<file path="src/hdl/sha_pkg.sv">
// ----------------------------------------------------------------------------
// sha_pkg
// Shared types, constants and round functions for the streaming SHA-256 engine.
// ----------------------------------------------------------------------------
package sha_pkg;

	typedef logic [31:0] word_t;

	typedef enum logic [2:0] {
		ST_IDLE,
		ST_PAD_START,
		ST_PAD,
		ST_ROUND,
		ST_ADD,
		ST_EMIT
	} state_t;

	// controller to datapath commands
	typedef struct packed {
		logic put_byte;
		logic start_pad;
		logic put_pad;
		logic load_vars;
		logic do_round;
		logic add_chain;
		logic reset_chain;
	} cmd_t;

	// datapath to controller status
	typedef struct packed {
		logic [5:0] byte_pos;
		logic [5:0] pad_pos;
		logic       len_blk;
		logic       round_last;
	} sts_t;

	localparam word_t H_INIT [8] = '{
		32'h6a09e667, 32'hbb67ae85, 32'h3c6ef372, 32'ha54ff53a,
		32'h510e527f, 32'h9b05688c, 32'h1f83d9ab, 32'h5be0cd19
	};

	localparam word_t K_TAB [64] = '{
		32'h428a2f98, 32'h71374491, 32'hb5c0fbcf, 32'he9b5dba5,
		32'h3956c25b, 32'h59f111f1, 32'h923f82a4, 32'hab1c5ed5,
		32'hd807aa98, 32'h12835b01, 32'h243185be, 32'h550c7dc3,
		32'h72be5d74, 32'h80deb1fe, 32'h9bdc06a7, 32'hc19bf174,
		32'he49b69c1, 32'hefbe4786, 32'h0fc19dc6, 32'h240ca1cc,
		32'h2de92c6f, 32'h4a7484aa, 32'h5cb0a9dc, 32'h76f988da,
		32'h983e5152, 32'ha831c66d, 32'hb00327c8, 32'hbf597fc7,
		32'hc6e00bf3, 32'hd5a79147, 32'h06ca6351, 32'h14292967,
		32'h27b70a85, 32'h2e1b2138, 32'h4d2c6dfc, 32'h53380d13,
		32'h650a7354, 32'h766a0abb, 32'h81c2c92e, 32'h92722c85,
		32'ha2bfe8a1, 32'ha81a664b, 32'hc24b8b70, 32'hc76c51a3,
		32'hd192e819, 32'hd6990624, 32'hf40e3585, 32'h106aa070,
		32'h19a4c116, 32'h1e376c08, 32'h2748774c, 32'h34b0bcb5,
		32'h391c0cb3, 32'h4ed8aa4a, 32'h5b9cca4f, 32'h682e6ff3,
		32'h748f82ee, 32'h78a5636f, 32'h84c87814, 32'h8cc70208,
		32'h90befffa, 32'ha4506ceb, 32'hbef9a3f7, 32'hc67178f2
	};

	localparam logic [7:0] PAD_BYTE   = 8'h80;
	localparam logic [5:0] LEN_POS    = 6'd56;
	localparam logic [5:0] LAST_POS   = 6'd63;
	localparam logic [5:0] LAST_ROUND = 6'd63;

	function automatic word_t rotr(input word_t x, input int unsigned n);
		rotr = (x >> n) | (x << (32 - n));
	endfunction

endpackage

</file>
<file path="src/hdl/sha_if.sv">
// ----------------------------------------------------------------------------
// sha_in_if / sha_out_if
// Valid/ready channels carrying message bytes in and digest words out.
// ----------------------------------------------------------------------------
interface sha_in_if;
	logic       valid;
	logic       ready;
	logic [7:0] data_byte;
	logic       byte_present;
	logic       end_of_message;

	modport source (output valid, data_byte, byte_present, end_of_message, input ready);
	modport sink   (input valid, data_byte, byte_present, end_of_message, output ready);
endinterface

interface sha_out_if;
	logic        valid;
	logic        ready;
	logic [31:0] digest_word;
	logic [2:0]  word_index;
	logic        last_word;

	modport source (output valid, digest_word, word_index, last_word, input ready);
	modport sink   (input valid, digest_word, word_index, last_word, output ready);
endinterface

</file>
<file path="src/hdl/sha_datapath.sv">
// ----------------------------------------------------------------------------
// sha_datapath
// Block buffer, message schedule, round unit, chaining value and byte count.
// ----------------------------------------------------------------------------
module sha_datapath (
	input  logic                 clk,
	input  logic                 arst_n,
	input  sha_pkg::cmd_t        cmd,
	input  logic [7:0]           data_byte,
	input  logic [2:0]           rd_idx,
	output sha_pkg::sts_t        sts,
	output sha_pkg::word_t       digest
);

	sha_pkg::word_t w_q [16];
	sha_pkg::word_t v_q [8];
	sha_pkg::word_t h_q [8];
	logic [60:0]    bytes_q;
	logic [5:0]     rnd_q;
	logic [5:0]     pad_pos_q;
	logic [63:0]    bits_q;
	logic           pad_first_q;
	logic           len_blk_q;

	logic [7:0]     pad_val;
	logic [5:0]     wpos;
	logic [7:0]     wbyte;
	logic [3:0]     wi;
	logic [4:0]     sh;
	sha_pkg::word_t x2, x15, s0, s1, wn, wr, t1, t2, e, a;

	assign sts.byte_pos   = bytes_q[5:0];
	assign sts.pad_pos    = pad_pos_q;
	assign sts.len_blk    = len_blk_q;
	assign sts.round_last = (rnd_q == sha_pkg::LAST_ROUND);
	assign digest = h_q[rd_idx];

	// pad stream: 0x80 at message end, zeros, then big-endian bit length
	always_comb begin
		priority if (pad_first_q)
			pad_val = sha_pkg::PAD_BYTE;
		else if (len_blk_q && pad_pos_q >= sha_pkg::LEN_POS)
			pad_val = 8'(bits_q >> {~pad_pos_q[2:0], 3'b0});
		else
			pad_val = '0;
	end

	assign wpos  = cmd.put_byte ? bytes_q[5:0] : pad_pos_q;
	assign wbyte = cmd.put_byte ? data_byte : pad_val;
	assign wi    = wpos[5:2];
	assign sh    = {~wpos[1:0], 3'b0};

	assign x2  = w_q[4'(rnd_q - 6'd2)];
	assign x15 = w_q[4'(rnd_q - 6'd15)];
	assign s1  = sha_pkg::rotr(x2, 17) ^ sha_pkg::rotr(x2, 19) ^ (x2 >> 10);
	assign s0  = sha_pkg::rotr(x15, 7) ^ sha_pkg::rotr(x15, 18) ^ (x15 >> 3);
	assign wn  = s1 + w_q[4'(rnd_q - 6'd7)] + s0 + w_q[rnd_q[3:0]];
	assign wr  = (rnd_q[5:4] != 2'd0) ? wn : w_q[rnd_q[3:0]];
	assign e   = v_q[4];
	assign a   = v_q[0];
	assign t1  = v_q[7] + (sha_pkg::rotr(e, 6) ^ sha_pkg::rotr(e, 11) ^ sha_pkg::rotr(e, 25))
		+ ((e & v_q[5]) ^ (~e & v_q[6])) + sha_pkg::K_TAB[rnd_q] + wr;
	assign t2  = (sha_pkg::rotr(a, 2) ^ sha_pkg::rotr(a, 13) ^ sha_pkg::rotr(a, 22))
		+ ((a & v_q[1]) ^ (a & v_q[2]) ^ (v_q[1] & v_q[2]));

	always_ff @(posedge clk) begin
		if (cmd.put_byte || cmd.put_pad) begin
			if (wpos[1:0] == 2'd0)
				w_q[wi] <= 32'(wbyte) << sh;
			else
				w_q[wi] <= w_q[wi] | (32'(wbyte) << sh);
		end else if (cmd.do_round) begin
			w_q[rnd_q[3:0]] <= wr;
		end
		if (cmd.load_vars) begin
			for (int i = 0; i < 8; i++)
				v_q[i] <= h_q[i];
		end else if (cmd.do_round) begin
			v_q[7] <= v_q[6]; v_q[6] <= v_q[5]; v_q[5] <= v_q[4];
			v_q[4] <= v_q[3] + t1;
			v_q[3] <= v_q[2]; v_q[2] <= v_q[1]; v_q[1] <= v_q[0];
			v_q[0] <= t1 + t2;
		end
	end

	always_ff @(posedge clk or negedge arst_n) begin
		if (!arst_n) begin
			for (int i = 0; i < 8; i++)
				h_q[i] <= sha_pkg::H_INIT[i];
			bytes_q     <= '0;
			rnd_q       <= '0;
			pad_pos_q   <= '0;
			bits_q      <= '0;
			pad_first_q <= 1'b0;
			len_blk_q   <= 1'b0;
		end else begin
			if (cmd.load_vars)
				rnd_q <= '0;
			else if (cmd.do_round)
				rnd_q <= rnd_q + 6'd1;
			if (cmd.reset_chain) begin
				for (int i = 0; i < 8; i++)
					h_q[i] <= sha_pkg::H_INIT[i];
				bytes_q <= '0;
			end else begin
				if (cmd.add_chain) begin
					for (int i = 0; i < 8; i++)
						h_q[i] <= h_q[i] + v_q[i];
				end
				if (cmd.put_byte)
					bytes_q <= bytes_q + 61'd1;
			end
			// start of padding: latch length and position
			if (cmd.start_pad) begin
				pad_pos_q   <= bytes_q[5:0];
				bits_q      <= {bytes_q, 3'b0};
				pad_first_q <= 1'b1;
				len_blk_q   <= (bytes_q[5:0] < sha_pkg::LEN_POS);
			end else if (cmd.put_pad) begin
				pad_pos_q   <= pad_pos_q + 6'd1;
				pad_first_q <= 1'b0;
				if (pad_pos_q == sha_pkg::LAST_POS)
					len_blk_q <= 1'b1;
			end
		end
	end

endmodule

</file>
<file path="src/hdl/sha_ctrl.sv">
// ----------------------------------------------------------------------------
// sha_ctrl
// Sequencer for byte intake, 64-round compression, padding and digest output.
// ----------------------------------------------------------------------------
module sha_ctrl (
	input  logic           clk,
	input  logic           arst_n,
	input  logic           in_valid,
	output logic           in_ready,
	input  logic           byte_present,
	input  logic           end_of_message,
	output logic           out_valid,
	input  logic           out_ready,
	output logic [2:0]     word_index,
	output logic           last_word,
	output sha_pkg::cmd_t  cmd,
	input  sha_pkg::sts_t  sts
);

	sha_pkg::state_t state_q, state_d;
	logic            padblk_q, padblk_d;  // block in compression is a padding block
	logic            lenblk_q, lenblk_d;  // block in compression holds the length
	logic            end_q, end_d;        // end pending after this block
	logic [2:0]      idx_q, idx_d;

	assign word_index = idx_q;
	assign last_word  = (idx_q == 3'd7);

	always_ff @(posedge clk or negedge arst_n) begin
		if (!arst_n) begin
			state_q  <= sha_pkg::ST_IDLE;
			padblk_q <= 1'b0;
			lenblk_q <= 1'b0;
			end_q    <= 1'b0;
			idx_q    <= '0;
		end else begin
			state_q  <= state_d;
			padblk_q <= padblk_d;
			lenblk_q <= lenblk_d;
			end_q    <= end_d;
			idx_q    <= idx_d;
		end
	end

	always_comb begin
		state_d   = state_q;
		padblk_d  = padblk_q;
		lenblk_d  = lenblk_q;
		end_d     = end_q;
		idx_d     = idx_q;
		cmd       = '0;
		in_ready  = 1'b0;
		out_valid = 1'b0;
		unique case (state_q)
			sha_pkg::ST_IDLE: begin
				in_ready = 1'b1;
				if (in_valid) begin
					cmd.put_byte = byte_present;
					end_d = end_of_message;
					priority if (byte_present && sts.byte_pos == sha_pkg::LAST_POS) begin
						cmd.load_vars = 1'b1;
						padblk_d = 1'b0;
						lenblk_d = 1'b0;
						state_d  = sha_pkg::ST_ROUND;
					end else if (end_of_message) begin
						state_d = sha_pkg::ST_PAD_START;
					end
				end
			end
			sha_pkg::ST_PAD_START: begin
				cmd.start_pad = 1'b1;
				state_d = sha_pkg::ST_PAD;
			end
			sha_pkg::ST_PAD: begin
				cmd.put_pad = 1'b1;
				if (sts.pad_pos == sha_pkg::LAST_POS) begin
					cmd.load_vars = 1'b1;
					padblk_d = 1'b1;
					lenblk_d = sts.len_blk;
					state_d  = sha_pkg::ST_ROUND;
				end
			end
			sha_pkg::ST_ROUND: begin
				cmd.do_round = 1'b1;
				if (sts.round_last)
					state_d = sha_pkg::ST_ADD;
			end
			sha_pkg::ST_ADD: begin
				cmd.add_chain = 1'b1;
				if (!padblk_q) begin
					state_d = end_q ? sha_pkg::ST_PAD_START : sha_pkg::ST_IDLE;
				end else if (lenblk_q) begin
					state_d = sha_pkg::ST_EMIT;
					idx_d   = '0;
				end else begin
					state_d = sha_pkg::ST_PAD;
				end
			end
			sha_pkg::ST_EMIT: begin
				out_valid = 1'b1;
				if (out_ready) begin
					idx_d = idx_q + 3'd1;
					if (idx_q == 3'd7) begin
						cmd.reset_chain = 1'b1;
						end_d   = 1'b0;
						state_d = sha_pkg::ST_IDLE;
					end
				end
			end
			default: state_d = sha_pkg::ST_IDLE;
		endcase
	end

endmodule

</file>
<file path="src/hdl/sha256_stream_hash_top.sv">
// ----------------------------------------------------------------------------
// sha256_stream_hash_top
// Streaming SHA-256: bytes in, eight digest words out per message.
//
//   channel   dir   payload
//   in        sink  data_byte, byte_present, end_of_message
//   out       src   digest_word, word_index, last_word
//
// a byte that does not fill a block is taken while in.ready stays high; a block-filling
// byte holds in.ready low through 64 rounds on one round unit and one chain add
// an end item adds a state to latch the length, one pad byte per cycle up to the
// block end and the rounds and chain add of each padding block (one or two)
// then eight output words, each stalled while out.ready is low
// reset loads the initial hash values and clears the byte count
// ----------------------------------------------------------------------------
module sha256_stream_hash_top (
	input  logic         clk,
	input  logic         arst_n,
	sha_in_if.sink       in,
	sha_out_if.source    out
);

	sha_pkg::cmd_t cmd;
	sha_pkg::sts_t sts;

	sha_ctrl u_ctrl (
		.clk            (clk),
		.arst_n         (arst_n),
		.in_valid       (in.valid),
		.in_ready       (in.ready),
		.byte_present   (in.byte_present),
		.end_of_message (in.end_of_message),
		.out_valid      (out.valid),
		.out_ready      (out.ready),
		.word_index     (out.word_index),
		.last_word      (out.last_word),
		.cmd            (cmd),
		.sts            (sts)
	);

	sha_datapath u_dp (
		.clk       (clk),
		.arst_n    (arst_n),
		.cmd       (cmd),
		.data_byte (in.data_byte),
		.rd_idx    (out.word_index),
		.sts       (sts),
		.digest    (out.digest_word)
	);

endmodule
</file>
<file path="src/flat_wrapper.sv">
// flat-port wrapper written by rule: the top's interface ports become plain ports
module sha256_stream_hash_top_flat 
  (clk, arst_n, in_valid, in_data_byte, in_byte_present, in_end_of_message, in_ready, out_valid, out_digest_word, out_word_index, out_last_word, out_ready);
  sha_in_if in_i ();
  sha_out_if out_i ();
  input  logic clk;
  input  logic arst_n;
  input wire logic [$bits(in_i.valid)-1:0] in_valid;
  input wire logic [$bits(in_i.data_byte)-1:0] in_data_byte;
  input wire logic [$bits(in_i.byte_present)-1:0] in_byte_present;
  input wire logic [$bits(in_i.end_of_message)-1:0] in_end_of_message;
  output wire logic [$bits(in_i.ready)-1:0] in_ready;
  output wire logic [$bits(out_i.valid)-1:0] out_valid;
  output wire logic [$bits(out_i.digest_word)-1:0] out_digest_word;
  output wire logic [$bits(out_i.word_index)-1:0] out_word_index;
  output wire logic [$bits(out_i.last_word)-1:0] out_last_word;
  input wire logic [$bits(out_i.ready)-1:0] out_ready;
  assign in_i.valid = in_valid;
  assign in_i.data_byte = in_data_byte;
  assign in_i.byte_present = in_byte_present;
  assign in_i.end_of_message = in_end_of_message;
  assign in_ready = in_i.ready;
  assign out_valid = out_i.valid;
  assign out_digest_word = out_i.digest_word;
  assign out_word_index = out_i.word_index;
  assign out_last_word = out_i.last_word;
  assign out_i.ready = out_ready;
  sha256_stream_hash_top u_core (.clk(clk), .arst_n(arst_n), .in(in_i), .out(out_i));
endmodule
</file>
<file path="config.mk">
export PLATFORM = sky130hd
export DESIGN_NAME = sha256_stream_hash_top_flat
export DESIGN_NICKNAME = d
export VERILOG_FILES = /design/src/hdl/sha_pkg.sv /design/src/hdl/sha_if.sv /design/src/hdl/sha_datapath.sv /design/src/hdl/sha_ctrl.sv /design/src/hdl/sha256_stream_hash_top.sv /design/src/flat_wrapper.sv
export SDC_FILE = /design/constraint.sdc
export NUM_CORES = 2
export LEC_CHECK = 0
export BUFFER_PORTS_ARGS = -buffer_cell sky130_fd_sc_hd__buf_2
export CAP_MARGIN = 20
export CORE_MARGIN = 2
export CORE_UTILIZATION = 35
export DETAILED_ROUTE_END_ITERATION = 6
export GPL_TIMING_DRIVEN = 0
export PLACE_DENSITY = 0.52
export SLEW_MARGIN = 30
export SYNTH_ARGS = -nofsm -noshare
export SYNTH_HDL_FRONTEND = slang
export SYNTH_SLANG_ARGS = --single-unit
</file>
<file path="constraint.sdc">
create_clock -name clk -period 13.35 [get_ports clk]
set_input_delay 3.3375 -clock clk [delete_from_list [all_inputs] [get_ports clk]]
set_output_delay 3.3375 -clock clk [all_outputs]
set_load 0.01 [all_outputs]
</file>
# Yosys cells after proc, flatten, opt, wreduce, memory -nomap -nowiden
# Memories as Yosys holds them, arrays and structs flattened.
# Index checks and enable logic that the tools add are counted.
dict set report word_totals {
  reg_bits 401
  rom_bits 2048
  ram_bits 768
  mem_count 3
  wordCells 219
  latchBits 0
}
# memory words word_bits rd rd_ports_with_merged_regs wr line
set mem_list {}
lappend mem_list {{(no name shown)} 64 32 1 0 0 sha_datapath.sv:62} ;# + ((e & v_q[5]) ^ (~e & v_q[6])) + sha_pkg::K_TAB[rnd_q] + wr;
lappend mem_list {u_core.u_dp.w_q 16 32 5 0 1 sha_datapath.sv:15} ;# sha_pkg::word_t w_q [16];
lappend mem_list {u_core.u_dp.v_q 8 32 8 0 8 sha_datapath.sv:16} ;# sha_pkg::word_t v_q [8];
dict set report op_classes {
  div 0
  order_cmp 4
  bitwise_logic 41
  shifts 2
  reduce_logical 20
  multipliers 0
  n_eq_ne 18
  mux 87
  addsub 25
}
# operator count
set op_table {}
lappend op_table {{adder 32 bit} 18}
lappend op_table {{2-to-1 mux 256 bit} 2}
lappend op_table {{2-to-1 mux 32 bit} 15}
lappend op_table {{bitwise XOR 32 bit} 9}
lappend op_table {{bitwise AND 32 bit} 5}
lappend op_table {{2-to-1 mux 61 bit} 2}
lappend op_table {{binary-select mux 32 bit (select 3 bit)} 1}
lappend op_table {{right shift 64 x 6 -> 8 bit} 1}
lappend op_table {{adder 61 x 1 -> 61 bit, second input constant} 1}
lappend op_table {{2-to-1 mux 1 bit} 40}
lappend op_table {{2-to-1 mux 3 bit} 12}
lappend op_table {{inverter 32 bit} 1}
lappend op_table {{bitwise OR 10 x 32 -> 32 bit} 1}
lappend op_table {{bitwise OR 13 x 32 -> 32 bit} 1}
lappend op_table {{bitwise OR 14 x 32 -> 32 bit} 1}
lappend op_table {{bitwise OR 15 x 32 -> 32 bit} 1}
lappend op_table {{bitwise OR 19 x 32 -> 32 bit} 1}
lappend op_table {{bitwise OR 21 x 32 -> 32 bit} 1}
lappend op_table {{bitwise OR 25 x 32 -> 32 bit} 1}
lappend op_table {{bitwise OR 26 x 32 -> 32 bit} 1}
lappend op_table {{bitwise OR 30 x 32 -> 32 bit} 1}
lappend op_table {{bitwise OR 32 bit} 1}
lappend op_table {{bitwise OR 7 x 32 -> 32 bit} 1}
lappend op_table {{OR reduction 32 bit} 1}
lappend op_table {{38 further kinds} 78}

# Longest topological paths before layout
# An unclocked memory read counts as a cell.
dict set report depth {
  ltp_word 12
  mapped_depth 62
  depth_no_buf 55
}

# Hierarchy
# A second synthesis with hierarchy kept.
dict set report unflattened {
  hier_cells 8333
  hier_area_um2 90446.7
}
# mod cells_per_inst area_per_inst_um2 instances
set modules_own_cells {}
lappend modules_own_cells {sha_datapath 8261 89823.6 1}
lappend modules_own_cells {sha_ctrl 72 623.1 1}

# Worst setup path after synthesis
# Ideal clock, no wire load.
dict set report synth_path {
  kind {reg2reg}
  from {reg u_core.u_dp.rnd_q[1]}
  to {mem u_core.u_dp.v_q[0][31] in the netlist's numbering (data pin)}
  setup_slack_ns 0.172
  period_less_slack_ns 13.178
  path_stages_with_launch 59
  path_buffers 7
  t_required_ns 13.087
  arrival_time_ns 12.915
  path_cell_list {dfrtp_1 clkbuf_1 inv_2 clkbuf_1 clkbuf_1 ha_1 clkbuf_1 buf_1 clkbuf_1 clkbuf_1 mux4_2 mux4_2 xnor2_1 xnor2_1 fa_1 inv_1 fa_1 inv_1 [... 23 more ...] a21o_1 a21o_1 xor2_1 inv_1 fa_1 inv_1 ha_1 nor2b_1 o21ai_0 nand2_1 a221oi_1 o21ai_0 nor2_1 o21ai_0 and4_1 nor3_1 xnor2_1 o21ai_1}
}
# item line
set synth_lines {}
lappend synth_lines {{start: declaration} sha_datapath.sv:19} ;# logic [5:0] rnd_q;
lappend synth_lines {{start signal: assignment} sha_datapath.sv:100} ;# rnd_q <= rnd_q + 6'd1;
lappend synth_lines {{end: declaration} sha_datapath.sv:16}

==> impl_metrics.toml <==
[status]
status = "finished with violations"
failed_checks = "DRC"

[power]
pwr-share-comb_pct = 0.5
p_seq_share_pct = 47.2
irDropWorstVdd_v = 0.0001421
powerDensity_mw_per_mm2 = 76.24
power_uw = 8107
p_sw_uw = 1929
p_clk_share_pct = 52.3
p_sw_share_pct = 23.80
leakage_uw = 0.03897
intPower_uw = 6178

[clock_network]
cts_tree = "done"
clock_latency_ns = 0.89
clk_pin_slew_ns = 0.06
h-tree-depth = 4
cts-buffers-inserted = 149
root_buffer = "clkbuf_16"
cts.sinks = 1169
cts_buffer_depth = 3

[setup_path]
cp_slowest_cell = "clkbuf_2"
critPathCaptureType = "flop"
worstSetupStartpointType = "flop"
path_max_fanout = 10
required_ns = 13.92
arrival_ns = 13.87
crit_type = "flop to flop"
slowest_delay_ns = 0.72
crit_top_cell = "fa_1"

[route]
vias = 79470
drt-initial-drc-count = 12120
drtPass1Iterations = 7
vias_per_cell = 6.453
ant_nets = 0
route.detailed.drc = 47
wire_per_inst_um = 39.23
finalWirelength_um = 483200

[final_layout]
fin_nets = 9423
drive_above_1_share_pct = 21.21
fillers = 24010
multi_input_area_mm2 = 0.05428
regArea_mm2 = 0.03328
finish.instance_area_mm2 = 0.1063
area_growth_pct = 18.59

[die]
num_rows = 185
dieArea_mm2 = 0.2603
die_w_um = 510.2
start_util_pct = 35.25
ioPinCount = 52
die_h_um = 510.2
coreArea_mm2 = 0.2544

[global_route]
first_global_vias = 74750
globalRouteTotalUtil_pct = 36.47
grt_remaining_overflow = 0
antenna_found_initial = 32
grt_pass1_wl_um = 646900
grt_max_degree = 82

[sta]
holdWs_ns = 0.4735
fin_worst_skew_ns = 0.08082
relSlewSlack_pct = 21.12
setup_violations = 0
fin_tns_setup_ns = 0
hold_viol_final = 0
clock.fmax_mhz = 75.19
period_share_pct = 99.62
tightest_slew_ns = 1.183
fin_crit_ns = 13.30
final.setup.worst_slack_ns = 0.05044
slew_violations = 0

[synth]
yosysMostFrequentCell = "nand2_1"
synthTopCellsByCount = "1179 x nand2_1, 768 x edfxtp_1, 617 x mux4_2, 501 x a21oi_1, 494 x o21ai_0"
synth_edf_count = 768
synth_top_area_share_pct = 25.72
yosysSeqAreaShare_pct = 37.10
postSynthCellCount = 8321
synth_ff_type = "edfxtp_1"
post-synth-top-area-cell = "edfxtp_1"
synth_seq_cells = 1169
yosysUniqueCellTypes = 92
ys_warn_count = 0
async_flop_share_pct = 34.30
ys_top_cells_by_area = "edfxtp_1 26%, mux4_2 15%, dfrtp_1 7.4%, ha_1 5.8%, nand2_1 4.9%"
syn_nets = 8944
synth_area_mm2 = 0.08967
syn-mean-instance-area_um2 = 10.78

[placement]
portBuffers = 51
place_congestion = 1.035
hpwlAfterDp_um = 370400
placed_area_mm2 = 0.09857
place_ws_ns = -6.381

[flow_run]
max_cap_viol_count = 0

[min_path]
min_path_type = "flop to flop"
## worst paths after layout
| path | endpoint | slack [ns] | startpoint | cells after the start |
|---|---|---|---|---|
| max in group asynchronous | u_core.u_dp.bytes_q[38]$_DFFE_PN0P_ | 9.43 | arst_n | 4 |
| worst max-delay path | u_core.u_dp.v_q[0][30]$_DFFE_PP_ | 0.05 | u_core.u_dp.rnd_q[1]$_DFFE_PN0P_ | 49 |
| min in group asynchronous | u_core.u_dp.h_q[127]$_DFFE_PN0P_ | 2.45 | arst_n | 1 |
| worst max register to register | u_core.u_dp.v_q[0][30]$_DFFE_PP_ | 0.05 | u_core.u_dp.rnd_q[1]$_DFFE_PN0P_ | 49 |
| worst min-delay path | u_core.u_dp.bits_q[45]$_DFFE_PN0P_ | 0.47 | u_core.u_dp.bits_q[45]$_DFFE_PN0P_ | 2 |
| worst min register to register | u_core.u_dp.bits_q[45]$_DFFE_PN0P_ | 0.47 | u_core.u_dp.bits_q[45]$_DFFE_PN0P_ | 2 |
## per-stage QoR
step | utilization, % | std cells
2_1_floorplan | - | 8321
4_1_cts | 41.36 | 12220
3_5_place_dp | 38.75 | 11900
3_3_place_gp | 37.00 | 11740
6_report | 41.80 | 12320
5_1_grt | 41.78 | 12300
## final cells by class
class,instances,area share [%]
Multi-Input combinational cell,6181,51.04
Sequential cell,1169,31.30
Timing Repair Buffer,339,4.783
Tap cell,3366,3.961
Clock buffer,196,3.825
Buffer,490,2.463
Inverter,470,1.696
Clock inverter,81,0.8789
Antenna cell,23,0.05413
## timing repair
item | 4_1_cts | 5_1_grt
gates resized for setup | 256 | 126
setup buffers | 54 | 76
endpoints found under the setup margin | 58 | 18
hold buffers | 0 | 0
pin swaps | 55 | 70
gates cloned | 0 | 1
## per-layer routing
metal,routed length [um],track usage (%),up-vias,part of all wire [%]
met4,45320,27.19,16,9.4
li1,-,-,31770,-
met1,175700,44.02,40310,36
met2,206000,53.89,5714,43
met3,55810,12.34,1662,12
met5,281,0.3289,-,0.058
## sequential cells by signal, indices dropped and copies added (netlist names)
| register | cells |
|---|---|
| u_core.u_dp.pad_first_q | 1 |
| u_core.u_ctrl.state_q | 3 |
| u_core.u_ctrl.lenblk_q | 1 |
| u_core.u_ctrl.word_index | 3 |
| u_core.u_dp.rnd_q | 6 |
| u_core.u_ctrl.end_q | 1 |
| u_core.u_dp.pad_pos_q | 6 |
| u_core.u_dp.w_q | 512 |
| u_core.u_dp.bits_q | 61 |
| u_core.u_ctrl.padblk_q | 1 |
| u_core.u_dp.len_blk_q | 1 |
| u_core.u_dp.bytes_q | 61 |
| u_core.u_dp.h_q | 256 |
| u_core.u_dp.v_q | 256 |
## layout by cell type (no fill, tap or decap), types with 34 or more instances in the layout
master,count
a211oi_1,57
a21o_1,192
a21oi_1,471
a221oi_1,35
a31oi_1,49
and3_1,56
buf_16,111
buf_2,106
buf_4,145
clkbuf_1,248
clkbuf_16,157
clkbuf_2,129
dfrtp_1,262
dfstp_2,136
edfxtp_1,768
fa_1,191
ha_1,394
inv_1,456
mux2_2,60
mux2i_1,193
mux4_2,620
nand2_1,1170
nand2b_1,69
nand3_1,156
nor2_1,396
nor2b_1,81
nor3_1,106
o211ai_1,54
o21a_1,81
o21ai_0,454
o21bai_1,38
o221ai_1,34
xnor2_1,361
xor2_1,226
## kinds of logic (layout without fill, tap and decap cells)
kind of cell	Yosys count	in the layout	share of synthesized area, %
AND/OR/NAND/NOR	2232	2232	10.81
XOR/XNOR	619	619	6.092
other	0	23	0
flip-flops	1169	1169	37.10
adder cells (fa/ha/maj)	614	614	10.19
AO/OA/AOI/OAI	1829	1829	12.88
buffers and inverters	971	1576	4.179
multiplexers	887	887	18.75
## worst max-delay path, delay by kind of cell, from the launching register on
family,cells,cell delay (ns)
flops,1,0.53
xor+xnor,3,0.53
buf+inv,14,3.74
simple gates,9,1.25
fa+ha+maj,8,3.37
compound gates,15,3.53
## power groups by stage
stage               combinational (uW)  clock (uW)  sequential [uW]
floorplan                        0.200           0             3900
global placement                  33.4           0             3900
detailed placement                40.4           0             3900
CTS                               40.4        4240             3830
global route                      43.3        4380             3830
finish                            38.9        4240             3830
No activity file was read; power rests on OpenSTA's default activity.
